$ cat config.mk
export PLATFORM = sky130hd
export DESIGN_NAME = dnest_ctrl
export DESIGN_NICKNAME = d
export VERILOG_FILES = /design/src/sv/dnest_pkg.sv /design/src/sv/dnest_ctrl.sv
export SDC_FILE = /design/constraint.sdc
export NUM_CORES = 1
export LEC_CHECK = 0
export ABC_AREA = 1
export BUFFER_PORTS_ARGS = -buffer_cell sky130_fd_sc_hd__buf_2
export CAP_MARGIN = 10
export CORE_ASPECT_RATIO = 1.75
export CORE_MARGIN = 1
export CORE_UTILIZATION = 50
export DETAILED_ROUTE_END_ITERATION = 10
export GPL_ROUTABILITY_DRIVEN = 0
export PLACE_DENSITY = 0.78
export SYNTH_ARGS = -nofsm -noshare
export SYNTH_HDL_FRONTEND = slang
export SYNTH_SLANG_ARGS = --single-unit
$ cat constraint.sdc
create_clock -name clk -period 2.75 [get_ports clk]
set_input_delay 0.275 -clock clk [delete_from_list [all_inputs] [get_ports clk]]
set_output_delay 0.275 -clock clk [all_outputs]
set_load 0.1 [all_outputs]
$ cat src/sv/dnest_pkg.sv
// Shared types and constants of the depth image normal estimator.
// Holds the controller/datapath command codes and the status struct.
// No dependencies.
package dnest_pkg;

  typedef logic [4:0] dnest_op_t;

  localparam dnest_op_t OP_NONE   = 5'd0;
  localparam dnest_op_t OP_LOAD   = 5'd1;
  localparam dnest_op_t OP_DECIDE = 5'd2;
  localparam dnest_op_t OP_READ   = 5'd3;
  localparam dnest_op_t OP_MUL    = 5'd4;
  localparam dnest_op_t OP_ACC    = 5'd5;
  localparam dnest_op_t OP_MAG    = 5'd6;
  localparam dnest_op_t OP_NORM   = 5'd7;
  localparam dnest_op_t OP_SQ     = 5'd8;
  localparam dnest_op_t OP_SQACC  = 5'd9;
  localparam dnest_op_t OP_SQRTI  = 5'd10;
  localparam dnest_op_t OP_SQRT   = 5'd11;
  localparam dnest_op_t OP_DIVI   = 5'd12;
  localparam dnest_op_t OP_DIV    = 5'd13;
  localparam dnest_op_t OP_DIVE   = 5'd14;
  localparam dnest_op_t OP_DOT    = 5'd15;
  localparam dnest_op_t OP_DOTACC = 5'd16;
  localparam dnest_op_t OP_FLIP   = 5'd17;
  localparam dnest_op_t OP_OUT    = 5'd18;
  localparam dnest_op_t OP_UPD    = 5'd19;

  localparam logic [1:0] KIND_IGNORE = 2'd0;
  localparam logic [1:0] KIND_STORE  = 2'd1;
  localparam logic [1:0] KIND_NORMAL = 2'd2;

  localparam int READ_STEPS = 5;   // four reads through a registered read port
  localparam int MUL_STEPS  = 6;
  localparam int SQRT_STEPS = 32;
  localparam int DIV_STEPS  = 46;  // numerator bits
  localparam int FRAC_BITS  = 14;
  localparam logic [15:0] Q_ONE = 16'd16384;
  localparam logic [10:0] FW_RESET = 11'd640;

  typedef struct packed {
    dnest_op_t   op;
    logic [2:0]  idx;
  } dnest_cmd_t;

  typedef struct packed {
    logic [1:0] kind;
    logic       degen;
    logic       norm_ok;
    logic       out_busy;
  } dnest_sts_t;

endpackage

$ cat src/sv/dnest_ctrl.sv
// Controller: sequences one item through the datapath step by step.
// Issues dnest_cmd_t commands, reads dnest_sts_t status; uses dnest_pkg.
module dnest_ctrl
  import dnest_pkg::*;
(
  input  logic       clk,
  input  logic       rst_n,
  input  logic       in_valid,
  output logic       in_ready,
  input  dnest_sts_t sts,
  output dnest_cmd_t cmd
);

  localparam logic [4:0] S_IDLE   = 5'd0;
  localparam logic [4:0] S_DEC    = 5'd1;
  localparam logic [4:0] S_READ   = 5'd2;
  localparam logic [4:0] S_MUL    = 5'd3;
  localparam logic [4:0] S_ACC    = 5'd4;
  localparam logic [4:0] S_MAG    = 5'd5;
  localparam logic [4:0] S_NORM   = 5'd6;
  localparam logic [4:0] S_SQ     = 5'd7;
  localparam logic [4:0] S_SQACC  = 5'd8;
  localparam logic [4:0] S_SQRTI  = 5'd9;
  localparam logic [4:0] S_SQRT   = 5'd10;
  localparam logic [4:0] S_DIVI   = 5'd11;
  localparam logic [4:0] S_DIV    = 5'd12;
  localparam logic [4:0] S_DIVE   = 5'd13;
  localparam logic [4:0] S_DOT    = 5'd14;
  localparam logic [4:0] S_DOTACC = 5'd15;
  localparam logic [4:0] S_FLIP   = 5'd16;
  localparam logic [4:0] S_OUT    = 5'd17;
  localparam logic [4:0] S_UPD    = 5'd18;

  logic [4:0] state_r, state_nxt;
  logic [5:0] cnt_r, cnt_nxt;
  logic [1:0] comp_r, comp_nxt;

  // no transfer is taken while reset is held
  assign in_ready = (state_r == S_IDLE) && rst_n;

  always_comb begin
    state_nxt = state_r;
    cnt_nxt   = cnt_r;
    comp_nxt  = comp_r;
    cmd.op    = OP_NONE;
    cmd.idx   = cnt_r[2:0];
    unique case (state_r)
      S_IDLE: begin
        if (in_valid && rst_n) begin
          cmd.op    = OP_LOAD;
          state_nxt = S_DEC;
        end
      end
      S_DEC: begin
        cmd.op  = OP_DECIDE;
        cnt_nxt = '0;
        case (sts.kind)
          KIND_STORE:  state_nxt = S_UPD;
          KIND_NORMAL: state_nxt = S_READ;
          default:     state_nxt = S_IDLE;
        endcase
      end
      S_READ: begin
        cmd.op = OP_READ;
        if (cnt_r == 6'(READ_STEPS - 1)) begin
          cnt_nxt   = '0;
          state_nxt = S_MUL;
        end else begin
          cnt_nxt = cnt_r + 6'd1;
        end
      end
      S_MUL: begin
        cmd.op    = OP_MUL;
        state_nxt = S_ACC;
      end
      S_ACC: begin
        cmd.op = OP_ACC;
        if (cnt_r == 6'(MUL_STEPS - 1)) begin
          cnt_nxt   = '0;
          state_nxt = S_MAG;
        end else begin
          cnt_nxt   = cnt_r + 6'd1;
          state_nxt = S_MUL;
        end
      end
      S_MAG: begin
        cmd.op    = OP_MAG;
        state_nxt = S_NORM;
      end
      S_NORM: begin
        // a zero cross product goes straight to the result
        if (sts.degen) state_nxt = S_OUT;
        else if (sts.norm_ok) state_nxt = S_SQ;
        else cmd.op = OP_NORM;
      end
      S_SQ: begin
        cmd.op    = OP_SQ;
        state_nxt = S_SQACC;
      end
      S_SQACC: begin
        cmd.op = OP_SQACC;
        if (cnt_r == 6'd2) begin
          cnt_nxt   = '0;
          state_nxt = S_SQRTI;
        end else begin
          cnt_nxt   = cnt_r + 6'd1;
          state_nxt = S_SQ;
        end
      end
      S_SQRTI: begin
        cmd.op    = OP_SQRTI;
        state_nxt = S_SQRT;
      end
      S_SQRT: begin
        cmd.op = OP_SQRT;
        if (cnt_r == 6'(SQRT_STEPS - 1)) begin
          cnt_nxt   = '0;
          comp_nxt  = '0;
          state_nxt = S_DIVI;
        end else begin
          cnt_nxt = cnt_r + 6'd1;
        end
      end
      S_DIVI: begin
        cmd.op    = OP_DIVI;
        cmd.idx   = {1'b0, comp_r};
        cnt_nxt   = '0;
        state_nxt = S_DIV;
      end
      S_DIV: begin
        cmd.op = OP_DIV;
        if (cnt_r == 6'(DIV_STEPS - 1)) state_nxt = S_DIVE;
        else cnt_nxt = cnt_r + 6'd1;
      end
      S_DIVE: begin
        cmd.op  = OP_DIVE;
        cmd.idx = {1'b0, comp_r};
        cnt_nxt = '0;
        if (comp_r == 2'd2) state_nxt = S_DOT;
        else begin
          comp_nxt  = comp_r + 2'd1;
          state_nxt = S_DIVI;
        end
      end
      S_DOT: begin
        cmd.op    = OP_DOT;
        state_nxt = S_DOTACC;
      end
      S_DOTACC: begin
        cmd.op = OP_DOTACC;
        if (cnt_r == 6'd2) state_nxt = S_FLIP;
        else begin
          cnt_nxt   = cnt_r + 6'd1;
          state_nxt = S_DOT;
        end
      end
      S_FLIP: begin
        cmd.op    = OP_FLIP;
        state_nxt = S_OUT;
      end
      S_OUT: begin
        if (!sts.out_busy) begin
          cmd.op    = OP_OUT;
          state_nxt = S_UPD;
        end
      end
      S_UPD: begin
        cmd.op    = OP_UPD;
        state_nxt = S_IDLE;
      end
      default: state_nxt = S_IDLE;
    endcase
  end

  always_ff @(posedge clk) begin
    if (!rst_n) begin
      state_r <= S_IDLE;
      cnt_r   <= '0;
      comp_r  <= '0;
    end else begin
      state_r <= state_nxt;
      cnt_r   <= cnt_nxt;
      comp_r  <= comp_nxt;
    end
  end

  a_take_decide: assert property (@(posedge clk) disable iff (!rst_n)
    (in_valid && in_ready) |=> (state_r == S_DEC))
    else $error("accepted item not decoded");

  a_out_then_upd: assert property (@(posedge clk) disable iff (!rst_n)
    (state_r == S_OUT && !sts.out_busy) |=> (state_r == S_UPD))
    else $error("result load not followed by update");

  a_norm_exit: assert property (@(posedge clk) disable iff (!rst_n)
    (state_r == S_NORM && sts.norm_ok && !sts.degen) |=> (state_r == S_SQ))
    else $error("normalised vector not squared");

  a_cnt_range: assert property (@(posedge clk) disable iff (!rst_n)
    (cnt_r < 6'(DIV_STEPS)))
    else $error("step counter out of range");

endmodule

==> results_dict.tcl <==
set metrics [dict create \
    critPathArrivalTime_ns 2.07 \
    rows 24 \
    sequentialPowerShare_pct 26.2 \
    worst_path_setup_slack_after_routing_ns 0.401 \
    first_pass_iters 4 \
    p_sw_mw 0.462 \
    largest_voltage_drop_on_the_vdd_net_v 0.000366 \
    comb_power_share_pct 53.1 \
    power.static_leakage_nw 0.722 \
    grt_pass1_vias 1548 \
    synth_top_family_by_area "simple AND/OR/NAND/NOR gates" \
    grt.overflow.total 0 \
    top_level_ports 17 \
    synthFlopType "sky130_fd_sc_hd__dfxtp_1" \
    insertedDiodeCount 0 \
    floorplan.core_area_um2 2460 \
    ys_top_cells_by_area "sky130_fd_sc_hd__dfxtp_1, sky130_fd_sc_hd__nand2_1, sky130_fd_sc_hd__nor2_1" \
    floorplan.die.width_um 40.5 \
    count_of_max_cap_constraint_violations 0 \
    max_freq_ghz 0.426 \
    pwr_density_cell_nw_per_um2 598 \
    post_synth_and_or_nand_nor_area_fraction_pct 51.5 \
    finalHoldWorstSlack_ns 0.300 \
    die-area_um2 2820 \
    net_count_after_synthesis 236 \
    post_synth_xor_area_fraction_pct 0 \
    finalCriticalPeriod_ns 2.35 \
    sequential_element_share_of_the_synthesized_area_pct 20.0 \
    cts_setup_buffers 0 \
    rsz0062_at_grt "no" \
    report.final.setup_viol 0 \
    dp_worst_setup_slack_ns 0.693 \
    antenna_found_initial 0 \
    dp_hpwl_um 3060 \
    period_share_pct 85.4 \
    finalNetCount 255 \
    synth_top_area_share_pct 20.0 \
    startpoint_type "flip-flop" \
    r2r.worst_path.cells 8 \
    placed_cells 262 \
    ys.warnings.count 0 \
    asyncSetResetFlopFracSynth_pct 0 \
    synth_area_per_cell_um2 5.86 \
    hold_viol_final 0 \
    synth-adder-area-share_pct 5.77 \
    synth_edf_count 0 \
    htreeDepth 1 \
    grt_start_max_net_pins 12 \
    cts_repair_resize_count 0 \
    path_class "reg -> out" \
    power.clock.fraction_pct 20.7 \
    netlist_area_um2 1300 \
    worst_setup_hold_path_clk_slew_ns 0.06 \
    drt_wl_total_um 3870 \
    initial_drt_markers 88 \
    floorplan.initialDensity_pct 52.8 \
    max_slew.worst_pin.slew_ns 0.485 \
    slew_viol_final 0 \
    grt_use_total_pct 32.5 \
    die_height_um 69.5 \
    via_count 1581 \
    tritoncts.num_buffers 3 \
    post-layout-total-power_mw 0.871 \
    finish.cell_count_without_fillers 266 \
    power.internal_mw 0.409 \
    synth_cell_types 34 \
    netlist.top_cell.by_area "sky130_fd_sc_hd__dfxtp_1" \
    port_buffers 16 \
    worst_hold_path.num_cells 3 \
    grt_first_pass_wirelength_um 6510 \
    wl_per_cell_um 14.5 \
    nFillCells 265 \
    drc 0 \
    drive_above_1_share_pct 15.0 \
    critical_path_required_ns 2.48 \
    synth-compound-area-share_pct 13.4 \
    drtAntennaViolNets 0 \
    tritoncts_clock_tree "built" \
    switching_share_pct 53.0 \
    total_of_flip_flops_plus_latches_after_synthesis 13 \
    hp-class "in -> reg" \
    clock_insertion_delay_worst_skew_ns 0.26 \
    tritoncts_num_sinks 13 \
    postCtsHoldBufs 0 \
    tns_ns 0 \
    route.detailed.vias_per_inst 5.94 \
    type_of_destination_of_the_critical_path "output pin" \
    clockRootBuffer "sky130_fd_sc_hd__clkbuf_8" \
    synth_mux_area_share_pct 0 \
    outcome "finished clean" \
    synth_cells 222 \
    critical_path.max_fanout 6 \
    clock-skew-final_ns 0.00421 \
    clock_tree.buffer_depth 2 \
    area_growth_syn_to_layout_pct 12.0 \
    relative_max_transition_margin_pct 67.9 \
]
[final cells by class]
| cell class | instances | area, um^2 | share of cell area, % |
|---|---|---|---|
| clock buffers | 4 | 45.0 | 3.09 |
| inverters | 30 | 113 | 7.73 |
| multi-input cells | 177 | 926 | 63.6 |
| flip-flops and latches | 13 | 260 | 17.9 |
| well taps | 26 | 32.5 | 2.23 |
| repair buffers | 16 | 80.1 | 5.50 |
[metal layers]
metal	vias up	part of all wire, %	global-route usage [%]	wire length [um]
li1	779	-	-	-
met1	696	34	29.2	1320
met2	78	53	51.1	2070
met3	28	5.9	13.5	227
met4	0	6.5	26.3	253
met5	-	0	0	0
[cells in the mapped netlist (all sizes together) (2+ instances only)]
cell type / count
a21oi: 10
dfxtp: 13
ha: 6
inv: 30
nand2: 58
nand3: 22
nand4: 12
nor2: 44
nor3: 2
nor3b: 2
o21ai: 9
or2: 2
[cells by family after synthesis]
kind of cell             count (synthesis)
adder cells (fa/ha/maj)                  6
AO/OA/AOI/OAI                           27
buffers and inverters                   32
flip-flops                              13
AND/OR/NAND/NOR                        144
[worst max-delay path: stages (launching register included)]
cell and delay (ns):
sky130_fd_sc_hd__dfxtp_1 0.36, sky130_fd_sc_hd__inv_1 0.12, sky130_fd_sc_hd__nand2_1 0.16, sky130_fd_sc_hd__nor2_1 0.31
sky130_fd_sc_hd__nand2_1 0.12, sky130_fd_sc_hd__o22ai_1 0.17, sky130_fd_sc_hd__inv_1 0.08, sky130_fd_sc_hd__nand4_1 0.06
sky130_fd_sc_hd__buf_2 0.42
[power by group through the flow]
stage / logic [mW] / clock network (mW) / registers (mW)
after detailed placement: 0.458 / 0 / 0.232
after floorplan: 0.383 / 0 / 0.226
final: 0.462 / 0.180 / 0.228
after global routing: 0.503 / 0.195 / 0.232
after CTS: 0.460 / 0.181 / 0.228
after global placement: 0.456 / 0 / 0.231
[sequential cells by signal, indices dropped and copies added, names as in the netlist]
signal	cells
cnt_r	6
comp_r	2
state_r	5
[worst paths after layout]
check                           startpoint         to  slack [ns]
worst max-delay path            state_r[2]     cmd[4]        0.40
worst min-delay path                 rst_n   cnt_r[0]        0.30
worst max register to register    cnt_r[0]   cnt_r[2]        0.89
worst min register to register   comp_r[1]  comp_r[1]        0.50
[cells in the final DEF, fill, tap and decap left out, drive strengths merged, types with 2 or more instances in the layout]
master / count
ha: 6
nand3: 22
dfxtp: 13
nand2: 58
nor2: 44
buf: 16
or2: 2
o21ai: 9
nand4: 12
nor3b: 2
a21oi: 10
inv: 30
clkbuf: 4
nor3: 2
[per-stage QoR]
| step | instance area (um^2) | util (%) |
|---|---|---|
| 2_1_floorplan | 1310 | - |
| 6_report | 1460 | 59.1 |
| 3_5_place_dp | 1410 | 57.3 |
| 4_1_cts | 1460 | 59.1 |
| 5_1_grt | 1460 | 59.1 |
| 3_3_place_gp | 1410 | 57.3 |
Power figures use the tool's default switching activity.
